--- config.mk ---
export PLATFORM = sky130hd
export DESIGN_NAME = hamming_single_error_corrector_unit
export DESIGN_NICKNAME = d
export VERILOG_FILES = /design/src/rtl/core/hsec_pkg.sv /design/src/rtl/core/hsec_front.sv /design/src/rtl/core/hsec_queue.sv /design/src/rtl/core/hsec_back.sv /design/src/rtl/core/hamming_single_error_corrector_unit.sv
export SDC_FILE = /design/constraint.sdc
export NUM_CORES = 1
export LEC_CHECK = 0
export BUFFER_PORTS_ARGS = -buffer_cell sky130_fd_sc_hd__buf_4
export CAP_MARGIN = 20
export CELL_PAD_IN_SITES_DETAIL_PLACEMENT = 1
export CELL_PAD_IN_SITES_GLOBAL_PLACEMENT = 2
export CORE_MARGIN = 10
export CORE_UTILIZATION = 38
export DETAILED_ROUTE_END_ITERATION = 7
export PLACE_DENSITY_LB_ADDON = 0.1
export SLEW_MARGIN = 30
export SYNTH_ARGS = -nofsm -noshare
export SYNTH_HDL_FRONTEND = slang
export SYNTH_SLANG_ARGS = --single-unit
--- constraint.sdc ---
create_clock -name clk -period 6.5 [get_ports clk]
set_clock_uncertainty 0.05 [all_clocks]
set_input_delay 1.95 -clock clk [delete_from_list [all_inputs] [get_ports clk]]
set_output_delay 1.95 -clock clk [all_outputs]
set_load 0.05 [all_outputs]
--- src/rtl/core/hsec_pkg.sv ---
// ----------------------------------------------------------------------------
// hsec_pkg
// Types and constants shared by the Hamming single-error corrector.
// ----------------------------------------------------------------------------
package hsec_pkg;

  localparam int WORD_W      = 63;  // code positions 1..63
  localparam int POS_W       = 6;   // syndrome / position width
  localparam int LEN_W       = 6;   // code length register width
  localparam int QUEUE_DEPTH = 2;
  localparam int QUEUE_AW    = $clog2(QUEUE_DEPTH);

  typedef enum logic [1:0] {
    STATUS_NONE          = 2'd0,
    STATUS_CORRECTED     = 2'd1,
    STATUS_UNCORRECTABLE = 2'd2
  } status_t;

  // one classified item between front and back
  typedef struct packed {
    logic [WORD_W-1:0] word;
    logic [POS_W-1:0]  syn;
    status_t           status;
  } entry_t;

endpackage

--- src/rtl/core/hsec_front.sv ---
// ----------------------------------------------------------------------------
// hsec_front
// Accepts received words, masks them to the code length, forms the syndrome
// and classifies each item before it enters the queue.
// ----------------------------------------------------------------------------
module hsec_front (
  input  logic                        clk,
  input  logic                        rst_n,
  input  logic [hsec_pkg::LEN_W-1:0]  eff_len,
  input  logic                        in_valid,
  output logic                        in_ready,
  input  logic [hsec_pkg::WORD_W-1:0] in_word,
  output logic                        push_valid,
  input  logic                        push_ready,
  output hsec_pkg::entry_t            push_entry
);

  // positions whose index has bit b set
  function automatic logic [hsec_pkg::WORD_W-1:0] check_mask(input int b);
    logic [hsec_pkg::WORD_W-1:0] m;
    m = '0;
    for (int k = 0; k < hsec_pkg::WORD_W; k++) begin
      m[k] = (((k + 1) >> b) & 1) != 0;
    end
    return m;
  endfunction

  logic                        valid_r, valid_nxt;
  logic [hsec_pkg::WORD_W-1:0] word_r, word_nxt;
  logic [hsec_pkg::LEN_W-1:0]  len_r, len_nxt;
  logic [hsec_pkg::WORD_W-1:0] len_mask;
  logic [hsec_pkg::POS_W-1:0]  syn;
  logic                        take;

  assign in_ready = !valid_r || push_ready;
  assign take     = in_valid && in_ready;

  always_comb begin
    for (int k = 0; k < hsec_pkg::WORD_W; k++) begin
      len_mask[k] = eff_len > hsec_pkg::LEN_W'(k);
    end
  end

  always_comb begin
    valid_nxt = valid_r;
    word_nxt  = word_r;
    len_nxt   = len_r;
    if (take) begin
      valid_nxt = 1'b1;
      word_nxt  = in_word & len_mask;
      len_nxt   = eff_len;
    end else if (push_ready) begin
      valid_nxt = 1'b0;
    end
  end

  always_ff @(posedge clk) begin
    if (!rst_n) begin
      valid_r <= 1'b0;
    end else begin
      valid_r <= valid_nxt;
    end
    word_r <= word_nxt;
    len_r  <= len_nxt;
  end

  // each syndrome bit is one parity check over the masked word
  always_comb begin
    for (int b = 0; b < hsec_pkg::POS_W; b++) begin
      syn[b] = ^(word_r & check_mask(b));
    end
  end

  always_comb begin
    push_entry.word = word_r;
    push_entry.syn  = syn;
    if (syn == '0) begin
      push_entry.status = hsec_pkg::STATUS_NONE;
    end else if (syn <= len_r) begin
      push_entry.status = hsec_pkg::STATUS_CORRECTED;
    end else begin
      push_entry.status = hsec_pkg::STATUS_UNCORRECTABLE;
    end
  end

  assign push_valid = valid_r;

endmodule

--- src/rtl/core/hsec_queue.sv ---
// ----------------------------------------------------------------------------
// hsec_queue
// Short FIFO of classified items between the front and back parts.
// ----------------------------------------------------------------------------
module hsec_queue (
  input  logic             clk,
  input  logic             rst_n,
  input  logic             push_valid,
  output logic             push_ready,
  input  hsec_pkg::entry_t push_entry,
  output logic             pop_valid,
  input  logic             pop_ready,
  output hsec_pkg::entry_t pop_entry
);

  localparam int CNT_W = $clog2(hsec_pkg::QUEUE_DEPTH + 1);

  hsec_pkg::entry_t              mem [hsec_pkg::QUEUE_DEPTH];
  logic [hsec_pkg::QUEUE_AW-1:0] wr_ptr_r, wr_ptr_nxt;
  logic [hsec_pkg::QUEUE_AW-1:0] rd_ptr_r, rd_ptr_nxt;
  logic [CNT_W-1:0]              count_r, count_nxt;
  logic                          do_push, do_pop;

  assign push_ready = count_r != CNT_W'(hsec_pkg::QUEUE_DEPTH);
  assign pop_valid  = count_r != '0;
  assign do_push    = push_valid && push_ready;
  assign do_pop     = pop_valid && pop_ready;
  assign pop_entry  = mem[rd_ptr_r];

  function automatic logic [hsec_pkg::QUEUE_AW-1:0] ptr_inc(
    input logic [hsec_pkg::QUEUE_AW-1:0] p
  );
    logic [hsec_pkg::QUEUE_AW-1:0] n;
    n = p + 1'b1;
    if (p == hsec_pkg::QUEUE_AW'(hsec_pkg::QUEUE_DEPTH - 1)) begin
      n = '0;
    end
    return n;
  endfunction

  always_comb begin
    wr_ptr_nxt = do_push ? ptr_inc(wr_ptr_r) : wr_ptr_r;
    rd_ptr_nxt = do_pop ? ptr_inc(rd_ptr_r) : rd_ptr_r;
    count_nxt  = count_r;
    if (do_push && !do_pop) begin
      count_nxt = count_r + 1'b1;
    end else if (do_pop && !do_push) begin
      count_nxt = count_r - 1'b1;
    end
  end

  always_ff @(posedge clk) begin
    if (!rst_n) begin
      wr_ptr_r <= '0;
      rd_ptr_r <= '0;
      count_r  <= '0;
    end else begin
      wr_ptr_r <= wr_ptr_nxt;
      rd_ptr_r <= rd_ptr_nxt;
      count_r  <= count_nxt;
    end
  end

  always_ff @(posedge clk) begin
    if (do_push) begin
      mem[wr_ptr_r] <= push_entry;
    end
  end

endmodule

--- src/rtl/core/hsec_back.sv ---
// ----------------------------------------------------------------------------
// hsec_back
// Flips the erroneous position of corrected items and holds the result in
// an output register.
// ----------------------------------------------------------------------------
module hsec_back (
  input  logic                        clk,
  input  logic                        rst_n,
  input  logic                        pop_valid,
  output logic                        pop_ready,
  input  hsec_pkg::entry_t            pop_entry,
  output logic                        out_valid,
  input  logic                        out_ready,
  output logic [hsec_pkg::WORD_W-1:0] out_word,
  output logic [hsec_pkg::POS_W-1:0]  out_syn,
  output hsec_pkg::status_t           out_status
);

  logic                        valid_r, valid_nxt;
  logic [hsec_pkg::WORD_W-1:0] word_r, word_nxt;
  logic [hsec_pkg::POS_W-1:0]  syn_r, syn_nxt;
  hsec_pkg::status_t           status_r, status_nxt;
  logic [hsec_pkg::WORD_W-1:0] flip;
  logic                        take;

  assign pop_ready = !valid_r || out_ready;
  assign take      = pop_valid && pop_ready;

  always_comb begin
    for (int k = 0; k < hsec_pkg::WORD_W; k++) begin
      flip[k] = (pop_entry.status == hsec_pkg::STATUS_CORRECTED) &&
                (pop_entry.syn == hsec_pkg::POS_W'(k + 1));
    end
  end

  always_comb begin
    valid_nxt  = valid_r;
    word_nxt   = word_r;
    syn_nxt    = syn_r;
    status_nxt = status_r;
    if (take) begin
      valid_nxt  = 1'b1;
      word_nxt   = pop_entry.word ^ flip;
      syn_nxt    = pop_entry.syn;
      status_nxt = pop_entry.status;
    end else if (out_ready) begin
      valid_nxt = 1'b0;
    end
  end

  always_ff @(posedge clk) begin
    if (!rst_n) begin
      valid_r <= 1'b0;
    end else begin
      valid_r <= valid_nxt;
    end
    word_r   <= word_nxt;
    syn_r    <= syn_nxt;
    status_r <= status_nxt;
  end

  assign out_valid  = valid_r;
  assign out_word   = word_r;
  assign out_syn    = syn_r;
  assign out_status = status_r;

endmodule

--- src/rtl/core/hamming_single_error_corrector_unit.sv ---
// Hamming single-error corrector: one received word is accepted per clock and
// one result leaves per clock when the output side keeps up; each accepted item
// passes through the front register, the two-entry queue and the output
// register. The front masks the word to the code length and forms
// the syndrome with a fixed XOR tree; the back flips the named position.
// code_length may only be changed while no item is in flight; values above
// MAX_CODE_LEN are clamped to it.
// ----------------------------------------------------------------------------
// hamming_single_error_corrector_unit
// Top level: configuration register, front, queue and back part.
// ----------------------------------------------------------------------------
module hamming_single_error_corrector_unit #(
  parameter int MAX_CODE_LEN = 63
) (
  input  logic        clk,
  input  logic        rst_n,
  input  logic        cfg_we,
  input  logic [5:0]  cfg_wdata,     // code_length
  input  logic        in_tvalid,
  output logic        in_tready,
  input  logic [63:0] in_tdata,      // [62:0] received_word, [63] zero
  output logic        out_tvalid,
  input  logic        out_tready,
  output logic [71:0] out_tdata,     // [62:0] corrected_word, [68:63] error_position
  output logic [1:0]  out_tuser      // [1:0] status
);

  localparam logic [hsec_pkg::LEN_W-1:0] LEN_MAX = hsec_pkg::LEN_W'(MAX_CODE_LEN);
  localparam logic [hsec_pkg::LEN_W-1:0] LEN_RESET = hsec_pkg::LEN_W'(7);

  logic [hsec_pkg::LEN_W-1:0]  code_length_r, code_length_nxt;
  logic [hsec_pkg::LEN_W-1:0]  eff_len;
  logic                        push_valid, push_ready;
  logic                        pop_valid, pop_ready;
  hsec_pkg::entry_t            push_entry, pop_entry;
  logic [hsec_pkg::WORD_W-1:0] out_word;
  logic [hsec_pkg::POS_W-1:0]  out_syn;
  hsec_pkg::status_t           out_status;

  assign code_length_nxt = cfg_we ? cfg_wdata : code_length_r;

  always_ff @(posedge clk) begin
    if (!rst_n) begin
      code_length_r <= LEN_RESET;
    end else begin
      code_length_r <= code_length_nxt;
    end
  end

  assign eff_len = (code_length_r > LEN_MAX) ? LEN_MAX : code_length_r;

  hsec_front u_front (
    .clk        (clk),
    .rst_n      (rst_n),
    .eff_len    (eff_len),
    .in_valid   (in_tvalid),
    .in_ready   (in_tready),
    .in_word    (in_tdata[hsec_pkg::WORD_W-1:0]),
    .push_valid (push_valid),
    .push_ready (push_ready),
    .push_entry (push_entry)
  );

  hsec_queue u_queue (
    .clk        (clk),
    .rst_n      (rst_n),
    .push_valid (push_valid),
    .push_ready (push_ready),
    .push_entry (push_entry),
    .pop_valid  (pop_valid),
    .pop_ready  (pop_ready),
    .pop_entry  (pop_entry)
  );

  hsec_back u_back (
    .clk        (clk),
    .rst_n      (rst_n),
    .pop_valid  (pop_valid),
    .pop_ready  (pop_ready),
    .pop_entry  (pop_entry),
    .out_valid  (out_tvalid),
    .out_ready  (out_tready),
    .out_word   (out_word),
    .out_syn    (out_syn),
    .out_status (out_status)
  );

  assign out_tdata = {3'b000, out_syn, out_word};
  assign out_tuser = out_status;

endmodule
==> impl_metrics.tcl, run 1 <==
set metrics [dict create \
    outcome "completed" \
    synth_fa_ha_area_share_pct 0.680 \
    tightest_slew_ps 884 \
    cts_sinks 295 \
    synth-main-ff-cell "edfxtp_1" \
    fin_crit_sh_pct 57.8 \
    port-buffer-count 146 \
    die_w_um 204 \
    drv_slew 0 \
    clk_latency_ps 500 \
    critPathRequiredTime_ps 6670 \
    final_nets 1101 \
    startpoint "u_front.word_r[33]" \
    via_per_inst 4.75 \
    grt_max_degree 67 \
    path_buf_inv 0 \
    cp-start-kind "flop" \
    grt_pass1_wl_um 49400 \
    dpl.hpwl_um 24600 \
    cp.depth 11 \
    h-tree-depth 2 \
    multiInputGateArea_um2 3950 \
    syn_area_um2 12900 \
    cts_resized 0 \
    peakVddDrop_mv 0.177 \
    yosysSeqAreaShare_pct 67.8 \
    drt-total-wl_um 33000 \
    finalHoldViolations 0 \
    grt_antenna_before_repair 0 \
    synth_top_family_by_area "XOR/XNOR gates" \
    end_kind "flop" \
    regArea_um2 8730 \
    synth_edf_count 282 \
    setup_viol 0 \
    synthSimpleGateAreaFrac_pct 7.66 \
    first_iter_violations 399 \
    cap_violations 0 \
    worst_r2r_path_depth 11 \
    drc 0 \
    maxSlewHeadroom_pct 41.1 \
    cts_tree "built" \
    syn_inst 862 \
    start_util_pct 38.5 \
    synth_cell_types 41 \
    r2r_end "u_queue.mem[0][0]" \
    core.rowCount 67 \
    ios 151 \
    crit_chain "xnor3_1, xnor3_1, xnor2_1, xnor3_1, ha_1, nor2b_1, o21ai_0, nand2b_1, a21oi_1, a211oi_1, nor2_1" \
    crit_path_max_incr_delay_ps 590 \
    synth_seq_cells 295 \
    fillCellCount 3314 \
    rsz0062_at_grt "no" \
    dr.pass1.iters 5 \
    fin_tns_setup_ps 0 \
    drive_above_1_share_pct 20.8 \
    cp_slowest_cell "a211oi_1" \
    die_h_um 204 \
    p_leak_nw 5.69 \
    critPathMaxFanout 4 \
    diodes 0 \
    powerDensity_nw_per_um2 482 \
    crit_top_cell "xnor3_1" \
    dieArea_um2 41600 \
    gr-total-overflow 0 \
    cts-root-buf "clkbuf_16" \
    critPathCapture "u_queue.mem[0][0]" \
    synth_top_area_cell "edfxtp_1" \
    vias 7082 \
    yosys_warnings 0 \
    area.growth.synth_to_final_pct 21.7 \
    rrSetupSlack_ps 2740 \
    max_freq_mhz 266 \
    synth_most_common_cell "edfxtp_1" \
    clk_pin_slew_worst_paths_ps 60 \
    synthDominantCellAreaShare_pct 65.8 \
    arrival_ps 3920 \
    wl_per_cell_um 22.1 \
    hold_buffers 0 \
    postCtsSetupRepairBufs 0 \
    muxShareOfSynthArea_pct 5.92 \
    synth-compound-area-share_pct 2.80 \
    synth_area_leaders "edfxtp_1, xnor2_1, mux2i_1, xnor3_1, xor2_1" \
    cts_made_buffers 35 \
    r2r_start "u_front.word_r[33]" \
    grt_use_total_pct 15.8 \
    hp-class "reg2reg" \
    antenna_left 0 \
    fin_crit_ps 3760 \
    syn_area_per_cell_um2 14.9 \
    power_mw 7.54 \
    ys_top_cells_by_count "edfxtp_1, xnor2_1, mux2i_1" \
    place_congestion 0.801 \
    synth_xor_area_share_pct 13.4 \
    cp_top_family "XOR/XNOR gates" \
    coreArea_um2 33400 \
    cts_buffer_depth 3 \
    path_class "reg2reg" \
    grt_pass1_vias 7574 \
    synthArstFlopShare_pct 0 \
]
## cells in the final DEF, fill, tap and decap left out, types with 3 or more instances in the layout
master / n
nand2_1: 63
a31oi_1: 4
and3_1: 14
clkinv_2: 4
ha_1: 7
or2_2: 3
o21a_1: 6
o31a_1: 5
inv_1: 18
nand3_1: 9
nor3_1: 6
mux2i_1: 75
conb_1: 3
nor2_1: 68
o211a_1: 4
dfxtp_1: 12
clkbuf_1: 4
edfxtp_1: 282
and2_1: 9
bufinv_16: 7
a21boi_0: 11
nor2b_1: 21
or3_1: 3
xnor2_1: 103
buf_4: 154
xor2_1: 36
clkinv_1: 8
clkbuf_16: 35
nand2b_1: 7
a21oi_1: 20
xnor3_1: 19
## stage by stage
step | utilization [%] | hold WS [ps] | instances | worst slack, ps | area [um^2]
final | 46.8 | 453 | 1491 | 2740 | 15700
after floorplan | - | 397 | 864 | 261 | 12900
after CTS | 46.8 | 456 | 1490 | 2800 | 15600
after detailed placement | 43.3 | 443 | 1429 | 2750 | 14500
after global placement | 43.3 | 440 | 1429 | 2820 | 14500
after global routing | 46.8 | 462 | 1491 | 2600 | 15700
## routing by layer
| layer | GRT usage [%] | routed length, um | vias to the layer above |
|---|---|---|---|
| met3 | 3.60 | 1730 | 40 |
| li1 | - | - | 3386 |
| met2 | 24.3 | 14800 | 166 |
| met1 | 22.3 | 15900 | 3490 |
| met4 | 3.39 | 496 | 0 |
| met5 | 0 | 0 | - |
## kinds of logic after synthesis
family,after synthesis
AO/OA/AOI/OAI,54
XOR/XNOR,162
adder cells (fa/ha/maj),7
buffers and inverters,55
flip-flops,295
multiplexers,76
other,1
AND/OR/NAND/NOR,212
## final cells by class
cell class / instances / area share [%]
flip-flops and latches: 295 / 55.7
multi-input cells: 514 / 25.2
repair buffers: 155 / 7.51
clock buffers: 39 / 5.69
well taps: 448 / 3.58
clock inverters: 22 / 1.83
inverters: 18 / 0.431
## how the worst min path moves through the flow
stage                       startpoint                 end  cells past startpoint
floorplan           u_front.word_r[15]  u_queue.mem[0][23]                      0
global placement    u_front.word_r[23]  u_queue.mem[1][31]                      0
detailed placement  u_front.word_r[23]  u_queue.mem[1][31]                      0
CTS                 u_front.word_r[23]  u_queue.mem[1][31]                      0
global route        u_front.word_r[23]  u_queue.mem[1][31]                      0
finish              u_front.word_r[23]  u_queue.mem[0][31]                      0
## state kept, by name, indices dropped and copies added (netlist names), named ones only
signal and cells:
u_front.word_r 63, u_queue.mem 142, u_back.out_valid 1, code_length_r 6, u_queue.wr_ptr_r 1, u_back.out_status 2, u_back.out_word 63, u_back.out_syn 6
u_front.len_r 6, u_front.push_valid 1, u_queue.rd_ptr_r 1, u_queue.count_r 2
## where the power goes
group,internal (mW),switching [mW],leakage (nW)
sequential,2.64,0.182,2.80
combinational,0.949,1.78,2.32
clock,1.26,0.734,0.576
Note: power is estimated with default switching activity, not from simulation.
==> run 2, diff against run 1 <==
CORE_UTILIZATION = 40   (was 38)
clock period = 3.9 ns   (was 6.5 ns; I/O delays follow)
==> impl_metrics.tcl, run 2 (synthesis results as in run 1) <==
set metrics [dict create \
    outcome "completed" \
    cts_sinks 295 \
    drt-total-wl_um 32100 \
    first_iter_violations 392 \
    layout_commonest_cell "edfxtp_1" \
    p_leak_nw 5.64 \
    diodes 0 \
    cts_made_buffers 34 \
    drive_above_1_share_pct 20.8 \
    antenna_left 0 \
    peakVddDrop_mv 0.501 \
    setup_viol 0 \
    gr-total-overflow 0 \
    seqPwrFrac_pct 38.4 \
    start_util_pct 40.7 \
    worst_r2r_path_depth 12 \
    wl_per_cell_um 22.2 \
    min_from "u_front.word_r[23]" \
    grt_pass1_vias 7529 \
    max_freq_mhz 284 \
    vias 7036 \
    via_per_inst 4.86 \
    port-buffer-count 146 \
    die_w_um 199 \
    place_area_um2 14500 \
    power_frac_clock_pct 24.1 \
    cts_resized 0 \
    grtUsageMet1_pct 23.3 \
    cts-root-buf "clkbuf_16" \
    end_kind "flop" \
    use_met2_pct 24.3 \
    intPower_mw 7.77 \
    core.rowCount 65 \
    critPathMaxFanout 4 \
    min_delay_path_depth 0 \
    hp-class "reg2reg" \
    postLayoutCellArea_um2 15500 \
    grt_antenna_before_repair 0 \
    dr.pass1.iters 4 \
    grt_use_total_pct 16.2 \
    timing.hold.ws_ps 455 \
    h-tree-depth 2 \
    r2r_start "u_front.word_r[33]" \
    fin_crit_sh_pct 90.1 \
    path_class "reg2reg" \
    grt_max_degree 73 \
    rrSetupSlack_ps 380 \
    dieArea_um2 39800 \
    power_mw 12.2 \
    postCtsSetupRepairBufs 0 \
    grt-busiest-layer "met2" \
    area.growth.synth_to_final_pct 20.5 \
    comb_power_share_pct 37.5 \
    fin_tns_setup_ps 0 \
    switchingPower_mw 4.46 \
    cap_violations 0 \
    dpl.hpwl_um 24100 \
    maxSlewHeadroom_pct 50.3 \
    cts_tree "built" \
    final_nets 1102 \
    finalHoldViolations 0 \
    cts_buffer_depth 3 \
    hold_buffers 0 \
    coreArea_um2 31600 \
    clk_latency_ps 510 \
    fin_crit_ps 3520 \
    place_congestion 0.831 \
    final_cell_mix "edfxtp_1, buf_4, xnor2_1, mux2i_1, nor2_1" \
    clk_pin_slew_worst_paths_ps 60 \
    grt_pass1_wl_um 47500 \
    die_h_um 199 \
    powerDensity_nw_per_um2 788 \
    whs_endpoint "u_queue.mem[0][31]" \
    swShare_pct 36.5 \
    drv_slew 0 \
    r2r_end "u_queue.mem[1][1]" \
    arrival_ps 3700 \
    largest_register_ffs 142 \
    critPathRequiredTime_ps 4090 \
    tightest_slew_ps 745 \
    gr-usage-met3_pct 3.38 \
    largest_register "u_queue.mem" \
    rsz0062_at_grt "no" \
    ios 151 \
    cp-start-kind "flop" \
    drc 0 \
]
[run 2: critical path, stage by stage, from the launching register on]
cell	delay (ps)
edfxtp_1	420
xnor3_1	430
xnor3_1	420
xnor2_1	200
xnor3_1	510
ha_1	330
nor2b_1	140
o21ai_0	160
nand2b_1	70
a21oi_1	160
a211oi_1	90
buf_4	150
nor2b_1	130
[run 2: cell type report]
| class | count | area [um^2] |
|---|---|---|
| clock buffer | 42 | 912 |
| clock inverter | 19 | 126 |
| fill | 3119 | 16100 |
| inverter | 18 | 67.6 |
| multi-input combinational | 514 | 3950 |
| sequential | 295 | 8730 |
| tap | 402 | 503 |
| timing repair buffer | 157 | 1220 |
[run 2: power by group through the flow]
stage               Combinational (mW)  Clock [mW]  Sequential (mW)
finish                            4.59        2.95             4.69
global route                      4.95        3.15             4.75
CTS                               4.67        3.02             4.70
detailed placement                4.65           0             4.77
global placement                  4.58           0             4.74
floorplan                         2.30           0             5.64
[run 2: how the worst max path moves through the flow]
| stage | depth (start not counted) | slack, ps | start | end |
|---|---|---|---|---|
| after floorplan | 6 | 510 | out_tready | u_queue.count_r[1] |
| after global placement | 12 | 380 | u_front.word_r[33] | u_queue.mem[0][1] |
| after detailed placement | 12 | 350 | u_front.word_r[33] | u_queue.mem[0][1] |
| after CTS | 12 | 340 | u_front.word_r[33] | u_queue.mem[1][1] |
| after global routing | 12 | 210 | u_front.word_r[53] | u_queue.mem[1][1] |
| final | 12 | 380 | u_front.word_r[33] | u_queue.mem[1][1] |
[run 2: layer usage]
| layer | vias to the layer above | share of wire, % |
|---|---|---|
| met5 | - | 0 |
| met4 | 0 | 2.2 |
| met3 | 47 | 5.1 |
| met2 | 171 | 44 |
| met1 | 3436 | 49 |
| li1 | 3382 | - |
[run 2: metrics by stage]
step | setup slack, ps | utilization (%) | instances
global placement | 381 | 45.7 | 1386
floorplan | 509 | - | 864
CTS | 345 | 49.0 | 1447
detailed placement | 350 | 45.7 | 1386
global route | 211 | 49.0 | 1447
finish | 385 | 49.0 | 1447
==> run 3, diff against run 2 <==
BUFFER_PORTS_ARGS = -buffer_cell sky130_fd_sc_hd__clkbuf_2   (was -buffer_cell sky130_fd_sc_hd__buf_4)
CORE_MARGIN = 2   (was 10)
==> impl_metrics.tcl, run 3 (synthesis results as in run 1) <==
set metrics [dict create \
    outcome "completed" \
    dpl.hpwl_um 23100 \
    core.rowCount 65 \
    peakVddDrop_mv 0.458 \
    cap_violations 0 \
    ios 151 \
    dieArea_um2 33600 \
    fin_tns_setup_ps 0 \
    wl_per_cell_um 21.4 \
    clk_pin_slew_worst_paths_ps 60 \
    die_w_um 183 \
    min_from "u_front.word_r[33]" \
    path_class "reg2reg" \
    cts_made_buffers 31 \
    layout_commonest_cell "edfxtp_1" \
    tightest_slew_ps 767 \
    path_buf_inv 0 \
    start_util_pct 40.7 \
    final_core_util_pct 47.6 \
    cts-root-buf "clkbuf_16" \
    p_leak_nw 5.49 \
    startpoint "u_front.word_r[37]" \
    max_freq_mhz 284 \
    critPathRequiredTime_ps 4140 \
    final_nets 1101 \
    drc 0 \
    postLayoutCellArea_um2 15100 \
    setup_viol 0 \
    end_kind "flop" \
    die_h_um 183 \
    drive_above_1_share_pct 20.3 \
    grt_pass1_vias 7304 \
    clk_latency_ps 570 \
    postCtsSetupRepairBufs 0 \
    crit_top_cell "xnor3_1" \
    crit_path_max_incr_delay_ps 540 \
    critPathMaxFanout 4 \
    cp_slowest_cell "xnor3_1" \
    hp-class "reg2reg" \
    port-buffer-count 146 \
    grt_antenna_before_repair 0 \
    dr.pass1.iters 5 \
    final_cell_mix "edfxtp_1, clkbuf_2, xnor2_1, mux2i_1, nor2_1" \
    antenna_left 0 \
    place_congestion 0.798 \
    vias 7053 \
    cp_top_family "XOR/XNOR gates" \
    area.growth.synth_to_final_pct 16.9 \
    maxSlewHeadroom_pct 48.8 \
    hold_buffers 0 \
    grt_max_degree 73 \
    h-tree-depth 1 \
    grt_use_total_pct 18.4 \
    drt-total-wl_um 30800 \
    cts_tree "built" \
    fin_crit_ps 3520 \
    coreArea_um2 31600 \
    grt_pass1_wl_um 45700 \
    cts_sinks 295 \
    arrival_ps 3760 \
    first_iter_violations 297 \
    rsz0062_at_grt "no" \
    gr-total-overflow 0 \
    place_area_um2 14100 \
    cts_resized 0 \
    drv_slew 0 \
    powerDensity_nw_per_um2 779 \
    diodes 0 \
    via_per_inst 4.90 \
    cts_buffer_depth 3 \
    timing.hold.ws_ps 445 \
    r2r_start "u_front.word_r[37]" \
    largest_register "u_queue.mem" \
    largest_register_ffs 142 \
    fin_crit_sh_pct 90.4 \
    crit_chain "xnor3_1, xnor3_1, xnor2_1, xnor3_1, ha_1, nor2b_1, o21ai_0, nand2b_1, a21oi_1, a211oi_1, nor2_1" \
    cp-start-kind "flop" \
    finalHoldViolations 0 \
]
## run 3: routing by layer
| metal | vias to the layer above | GRT usage, % | part of all wire (%) |
|---|---|---|---|
| met5 | - | 0 | 0 |
| met4 | 0 | 4.13 | 1.6 |
| met3 | 30 | 2.58 | 3.9 |
| met2 | 167 | 28.7 | 45 |
| met1 | 3477 | 27.5 | 50 |
| li1 | 3379 | - | - |
## run 3: where the power goes
group | internal [mW] | total, mW | switching [mW]
registers | 4.39 | 4.68 | 0.294
logic | 1.42 | 4.33 | 2.91
clock network | 1.58 | 2.72 | 1.14
total | 7.39 | 11.7 | 4.34
## run 3: layout make-up
class	count	area, um^2
Clock inverter	11	109
Fill cell	3169	16600
Timing Repair Buffer	159	878
Inverter	18	67.6
Clock buffer	40	810
Sequential cell	295	8730
Tap cell	402	503
Multi-Input combinational cell	514	3950
## run 3: worst paths after layout
| check | to | slack [ps] | depth (start not counted) |
|---|---|---|---|
| max | u_queue.mem[0][0] | 380 | 11 |
| max reg2reg | u_queue.mem[0][0] | 380 | 11 |
| min reg2reg | u_queue.mem[1][41] | 440 | 0 |
| min | u_queue.mem[1][41] | 440 | 0 |
## run 3: stage by stage
step	cells	setup WS (ps)	power, mW
floorplan	864	509	7.93
global placement	1386	392	9.03
detailed placement	1388	346	9.14
CTS	1439	346	11.9
global route	1439	176	12.3
finish	1439	376	11.7
